[config.mk]
export PLATFORM = sky130hd
export DESIGN_NAME = socket_record_deframer
export DESIGN_NICKNAME = d
export VERILOG_FILES = /design/src/rtl/srd_pkg.sv /design/src/rtl/srd_framer.sv /design/src/rtl/srd_decode.sv /design/src/rtl/socket_record_deframer.sv
export SDC_FILE = /design/constraint.sdc
export NUM_CORES = 1
export LEC_CHECK = 0
export BUFFER_PORTS_ARGS = -buffer_cell sky130_fd_sc_hd__clkbuf_2
export CAP_MARGIN = 20
export CORE_UTILIZATION = 33
export DETAILED_ROUTE_END_ITERATION = 12
export MAX_ROUTING_LAYER = met4
export SETUP_SLACK_MARGIN = 0.4
export SLEW_MARGIN = 20
export SYNTH_ARGS = -nofsm -noshare
export SYNTH_HDL_FRONTEND = slang
export SYNTH_SLANG_ARGS = --single-unit
[constraint.sdc]
create_clock -name i_clk -period 5.6 [get_ports i_clk]
set_clock_uncertainty 0.15 [all_clocks]
set_input_delay 0.28 -clock i_clk [delete_from_list [all_inputs] [get_ports i_clk]]
set_output_delay 0.28 -clock i_clk [all_outputs]
set_load 0.02 [all_outputs]
[src/rtl/srd_pkg.sv]
// Types and constants of the socket record deframer.
package srd_pkg;

    localparam logic [2:0] EV_HEARTBEAT = 3'd0;
    localparam logic [2:0] EV_SHORT     = 3'd1;
    localparam logic [2:0] EV_BADSIG    = 3'd2;
    localparam logic [2:0] EV_CLASS_A   = 3'd3;
    localparam logic [2:0] EV_CLASS_B   = 3'd4;

    localparam logic [7:0] HEARTBEAT_BYTE = 8'hFF;
    localparam logic [5:0] TYPE_KNOWN_MAX = 6'o40;
    localparam logic [5:0] TYPE_DISCRETE  = 6'o05;

    // Position signatures of a class B record, by byte position.
    localparam logic [3:0][1:0] SIG_B = {2'd1, 2'd2, 2'd3, 2'd0};

    localparam int DATA_W = 72;

    typedef struct packed {
        logic [2:0]      ev;
        logic [2:0]      count;
        logic [3:0][7:0] bytes;
    } t_frame;

    typedef struct packed {
        logic [5:0]  word_type;
        logic [17:0] word_value;
        logic        type_known;
        logic [3:0]  masks;
        logic [3:0]  levels;
    } t_decode;

endpackage

[src/rtl/srd_framer.sv]
// Signature checking and partial record storage of the deframer.
module srd_framer (
    input  logic              i_clk,
    input  logic              i_rst_n,
    input  logic              i_step,
    input  logic [7:0]        i_byte,
    output logic              o_emit,
    output srd_pkg::t_frame   o_frame
);

    logic [2:0][7:0] r_held;
    logic [1:0]      r_count;
    logic [1:0]      n_count;
    logic            held_we;
    logic [3:0][7:0] buf_bytes;
    logic [1:0]      sig;
    logic            ok_a;
    logic            ok_b;
    logic [2:0]      count_p1;

    assign sig      = i_byte[7:6];
    assign count_p1 = {1'b0, r_count} + 3'd1;

    always_comb begin
        for (int j = 0; j < 3; j++) begin
            if (2'(j) < r_count) begin
                buf_bytes[j] = r_held[j];
            end else if (2'(j) == r_count) begin
                buf_bytes[j] = i_byte;
            end else begin
                buf_bytes[j] = '0;
            end
        end
        buf_bytes[3] = (r_count == 2'd3) ? i_byte : 8'h00;
    end

    // Held bytes already passed the check, so only positions up to the new byte matter.
    always_comb begin
        ok_a = 1'b1;
        ok_b = 1'b1;
        for (int j = 0; j < 4; j++) begin
            if (3'(j) <= {1'b0, r_count}) begin
                if (buf_bytes[j][7:6] != 2'(j)) begin
                    ok_a = 1'b0;
                end
                if (buf_bytes[j][7:6] != srd_pkg::SIG_B[j]) begin
                    ok_b = 1'b0;
                end
            end
        end
    end

    always_comb begin
        o_emit        = 1'b1;
        o_frame.ev    = srd_pkg::EV_BADSIG;
        o_frame.count = count_p1;
        o_frame.bytes = buf_bytes;
        n_count       = 2'd0;
        held_we       = 1'b0;
        priority if (r_count == 2'd0 && i_byte == srd_pkg::HEARTBEAT_BYTE) begin
            o_frame.ev = srd_pkg::EV_HEARTBEAT;
        end else if (r_count != 2'd0 && sig == 2'd0) begin
            // The fragment is reported and the new byte opens the next record.
            o_frame.ev = srd_pkg::EV_SHORT;
            n_count    = 2'd1;
            held_we    = 1'b1;
        end else if (!ok_a && !ok_b) begin
            o_frame.ev = srd_pkg::EV_BADSIG;
        end else if (r_count == 2'd3) begin
            o_frame.ev = ok_a ? srd_pkg::EV_CLASS_A : srd_pkg::EV_CLASS_B;
        end else begin
            o_emit  = 1'b0;
            n_count = r_count + 2'd1;
            held_we = 1'b1;
        end
    end

    always_ff @(posedge i_clk) begin
        if (!i_rst_n) begin
            r_count <= 2'd0;
        end else if (i_step) begin
            r_count <= n_count;
        end
    end

    // A short record restarts at slot 0; otherwise the byte goes to the next free slot.
    always_ff @(posedge i_clk) begin
        if (i_step && held_we) begin
            if (o_emit) begin
                r_held[0] <= i_byte;
            end else begin
                r_held[r_count] <= i_byte;
            end
        end
    end

endmodule

[src/rtl/srd_decode.sv]
// Field decode of a complete class B record.
module srd_decode (
    input  srd_pkg::t_frame  i_frame,
    output srd_pkg::t_decode o_dec
);

    logic [5:0]  word_type;
    logic [17:0] word_value;
    logic [3:0]  masks;

    assign word_type  = i_frame.bytes[0][5:0];
    assign word_value = {i_frame.bytes[1][5:0], i_frame.bytes[2][5:0], i_frame.bytes[3][5:0]};
    assign masks      = word_value[4:1];

    always_comb begin
        o_dec = '0;
        if (i_frame.ev == srd_pkg::EV_CLASS_B) begin
            o_dec.word_type  = word_type;
            o_dec.word_value = word_value;
            o_dec.type_known = (word_type <= srd_pkg::TYPE_KNOWN_MAX);
            if (word_type == srd_pkg::TYPE_DISCRETE) begin
                o_dec.masks  = masks;
                o_dec.levels = word_value[13:10] & masks;
            end
        end
    end

endmodule

[src/rtl/socket_record_deframer.sv]
// Top level of the socket record deframer.
// The slave channel takes one raw byte per word. Bits 7..6 of each byte are a
// position signature; four bytes in order 0,1,2,3 form a class A record and
// 0,3,2,1 a class B record. The master channel gives at most one result word
// per byte: a heartbeat, a short record, a bad signature or a complete record,
// with the reported bytes and, for class B, the decoded type, value and the
// discrete mask and level bits.
// A byte sits in the input register, is framed and decoded there, and its
// result is loaded into the output register, which drives o_m_axis_tvalid,
// once that register is empty or its word is being taken. One byte per cycle
// is accepted as long as the receiver takes results; the rate is set by the
// single framing stage.
// When the receiver stalls, the output register holds its word and the input
// register keeps one further byte; o_s_axis_tready drops only when both are
// full. Reset empties both registers and drops any partial record.
module socket_record_deframer (
    input  logic                        i_clk,
    input  logic                        i_rst_n,
    input  logic                        i_s_axis_tvalid,
    output logic                        o_s_axis_tready,
    input  logic [7:0]                  i_s_axis_tdata,   // rx_byte[7:0]
    output logic                        o_m_axis_tvalid,
    input  logic                        i_m_axis_tready,
    // event_res[2:0], byte_count[5:3], first_byte[13:6], second_byte[21:14],
    // third_byte[29:22], fourth_byte[37:30], word_type[43:38],
    // word_value[61:44], type_known[62], discrete_masks[66:63],
    // discrete_levels[70:67], zero fill[71]
    output logic [srd_pkg::DATA_W-1:0]  o_m_axis_tdata
);

    logic                       r_in_valid;
    logic [7:0]                 r_in_byte;
    logic                       r_out_valid;
    logic [srd_pkg::DATA_W-1:0] r_out_data;
    logic                       step;
    logic                       emit;
    srd_pkg::t_frame            frame;
    srd_pkg::t_decode           dec;

    assign step            = r_in_valid && (!r_out_valid || i_m_axis_tready);
    assign o_s_axis_tready = !r_in_valid || step;
    assign o_m_axis_tvalid = r_out_valid;
    assign o_m_axis_tdata  = r_out_data;

    srd_framer u_framer (
        .i_clk   (i_clk),
        .i_rst_n (i_rst_n),
        .i_step  (step),
        .i_byte  (r_in_byte),
        .o_emit  (emit),
        .o_frame (frame)
    );

    srd_decode u_decode (
        .i_frame (frame),
        .o_dec   (dec)
    );

    always_ff @(posedge i_clk) begin
        if (!i_rst_n) begin
            r_in_valid <= 1'b0;
        end else if (o_s_axis_tready) begin
            r_in_valid <= i_s_axis_tvalid;
        end
    end

    always_ff @(posedge i_clk) begin
        if (o_s_axis_tready && i_s_axis_tvalid) begin
            r_in_byte <= i_s_axis_tdata;
        end
    end

    always_ff @(posedge i_clk) begin
        if (!i_rst_n) begin
            r_out_valid <= 1'b0;
        end else if (step) begin
            r_out_valid <= emit;
        end else if (i_m_axis_tready) begin
            r_out_valid <= 1'b0;
        end
    end

    always_ff @(posedge i_clk) begin
        if (step && emit) begin
            r_out_data <= {1'b0, dec.levels, dec.masks, dec.type_known, dec.word_value,
                           dec.word_type, frame.bytes[3], frame.bytes[2], frame.bytes[1],
                           frame.bytes[0], frame.count, frame.ev};
        end
    end

endmodule

==> reports/results.ini <==
[floorplan]
die_h_um = 116
rows = 41
die_area_um2 = 13500
core_area_um2 = 12700
initial_core_util_pct = 34.1
die_w_um = 116
pin_count = 86

[sta]
finalCriticalPeriod_ns = 3.69
setup_tns_ns = 0
fin_crit_sh_pct = 65.9
fmax_mhz = 271
slew_viol_final = 0
worstMarginPinSlew_ns = 0.813
rsz0062_at_grt = false
max_slew_margin_pct = 45.2
whs_ns = 0.0304
finalSetupViolCount = 0
hold_viol_final = 0

[clock_network]
clk_pin_slew_ns = 0.07
cts_root_buf = clkbuf_16
clock_sinks = 107
htree_levels = 3
clkLatencyLatePin_ns = 0.34
cts-buffers-inserted = 9
cts_resized = 0
cts_tree = done
cts_max_path_buffers = 2

[placed_design]
port_buffers = 84
gp_congestion = 0.776
dp_cells = 528
place_hpwl_um = 5710

[setup_path]
endpoint_kind = flop
cp_max_fo = 53
r2r_slack_ns = 1.91
critPathLaunchType = flop
reg2regPathDepth = 7
crit_required_ns = 5.47
critPathArrivalTime_ns = 3.56
worstSetupPathType = flop to flop
rr_endpoint = o_m_axis_tdata[5]$_DFFE_PP_
reg2reg_from = u_framer.r_count[1]$_SDFFE_PN0P_

[grt]
grt_use_met3_pct = 3.48
met1_usage_pct = 16.9
antenna_found_initial = 0
grt_start_max_net_pins = 54
grt_usage_pct = 13.7
grt_pass1_wl_um = 13200
grt_pass1_vias = 2461
top_usage_layer = met2
met2_usage_pct = 22.3
overflow = 0

[synth]
yosys-top-cells-area = edfxtp_1 72%, and2_1 2.8%, nor2b_1 2.6%
async_flop_share_pct = 0
synth_edf_count = 103
yosys.area.top_type_share_pct = 71.6
syn_nets = 300
syn_area_per_cell_um2 = 15.2
synth.most_common_cell = edfxtp_1
synthFlopType = edfxtp_1
synth_cells = 284
ys_seq_area_share_pct = 73.5
yosysWarnings = 0
yosysTopAreaCell = edfxtp_1
synthTopCellsByCount = 103 x edfxtp_1, 19 x and2_1, 19 x nand2_1
syn_area_um2 = 4320
synth_seq_cells = 107
ys_types = 45

[route]
wirelength_um = 8510
via_count = 2520
vias_per_cell = 4.57
drt_iter0_drc = 165
wl_per_cell_um = 15.4
drtPass1Iterations = 4
ant_nets = 0
drc_errors = 0

[power]
peakVddDrop_v = 0.000149
p_leak_nw = 2.00
p_per_area_nw_per_um2 = 311

[final_layout]
seq_area_um2 = 3170
multi_input_area_um2 = 1010
nets = 391
syn2layout_area_growth_pct = 21.5
final_layout_size_suffix_gt1_share_pct = 31.1
postLayoutCoreUtil_pct = 41.4
fin_cells = 551
filler_cell_count = 1203
antenna_cells = 0

[min_path]
hold_class = input port to flop
worstHoldStart = i_s_axis_tvalid
hold_end = r_in_valid$_SDFFE_PN0N_
min_path_cells = 3

[outcome]
status = finished clean

[flow_run]
maxCapViolations = 0

## metal layers
layer	wire length (µm)	part of all wire [%]
met1	3840	45
met2	4190	49
met3	332	3.9
met4	149	1.8
met5	0	0
## worst max-delay path by stage
stage / cells past startpoint / to / startpoint / slack, ns
floorplan: 8 / o_m_axis_tdata[0]$_DFFE_PP_ / u_framer.r_count[1]$_SDFFE_PN0P_ / 1.48
global placement: 7 / o_m_axis_tdata[1]$_DFFE_PP_ / u_framer.r_count[1]$_SDFFE_PN0P_ / 1.91
detailed placement: 7 / o_m_axis_tdata[1]$_DFFE_PP_ / u_framer.r_count[1]$_SDFFE_PN0P_ / 1.79
CTS: 7 / o_m_axis_tdata[1]$_DFFE_PP_ / u_framer.r_count[1]$_SDFFE_PN0P_ / 1.76
global route: 7 / o_m_axis_tdata[5]$_DFFE_PP_ / u_framer.r_count[1]$_SDFFE_PN0P_ / 1.60
finish: 7 / o_m_axis_tdata[5]$_DFFE_PP_ / u_framer.r_count[1]$_SDFFE_PN0P_ / 1.91
## flip-flops by register name, indices dropped and copies added (netlist names)
register and cells:
u_framer.r_count 2, o_m_axis_tdata 71, r_in_valid 1, r_in_byte 8, u_framer.r_held 24, o_m_axis_tvalid 1
## area by class of cell
| cell class | count | share of cell area, % |
|---|---|---|
| Timing Repair Buffer | 93 | 9.92 |
| Multi-Input combinational cell | 151 | 19.3 |
| Sequential cell | 107 | 60.5 |
| Clock inverter | 6 | 0.954 |
| Tap cell | 172 | 4.10 |
| Inverter | 13 | 0.930 |
| Clock buffer | 9 | 4.29 |
## cells by family after synthesis
kind of cell / share of synthesized area (%)
AND/OR/NAND/NOR: 13.6
other: 0.0868
flip-flops: 73.5
AO/OA/AOI/OAI: 6.72
buffers and inverters: 3.19
adder cells (fa/ha/maj): 1.16
multiplexers: 1.74
## critical path, cell delays in order (launching register included)
cell and delay (ns):
dfxtp_1 0.70, ha_1 0.81, a21boi_0 0.29, o21ba_1 0.20, nor2_1 0.08, o21a_1 0.29
nor2_4 0.48, buf_12 0.34
## power by group
| group | total, mW | switching [mW] | internal, mW |
|---|---|---|---|
| clock | 0.586 | 0.281 | 0.305 |
| combinational | 0.116 | 0.0755 | 0.0405 |
| sequential | 0.929 | 0.0204 | 0.908 |
| total | 1.63 | 0.377 | 1.25 |
## stage by stage
step           power (mW)  instance area (µm²)  setup slack, ns
6_report             1.63                 5250             1.91
5_1_grt              1.69                 5250             1.60
4_1_cts              1.65                 5250             1.76
3_5_place_dp         1.06                 4890             1.79
3_3_place_gp         1.06                 4890             1.91
2_1_floorplan        1.02                 4320             1.48
## what timing repair did
action                                 4_1_cts  5_1_grt
hold buffers                                 8        0
buffers inserted                             0        0
endpoints found under the hold margin        8        0
## cell usage in the layout (no fill, tap or decap), drive strengths merged, types with 2 or more instances in the layout
cell / instances
and2: 19
nor2b: 23
mux2i: 3
a21boi: 2
edfxtp: 103
clkbuf: 93
o21ai: 12
nand2: 19
nand2b: 2
dfxtp: 4
o21a: 2
mux2: 4
clkinv: 3
nor3: 2
or2: 2
nor2: 12
inv: 15
dlygate4sd3: 8
a22o: 9
or3: 4
a21oi: 5
and3: 10
ha: 4
Note: power is estimated with default switching activity, not from simulation.
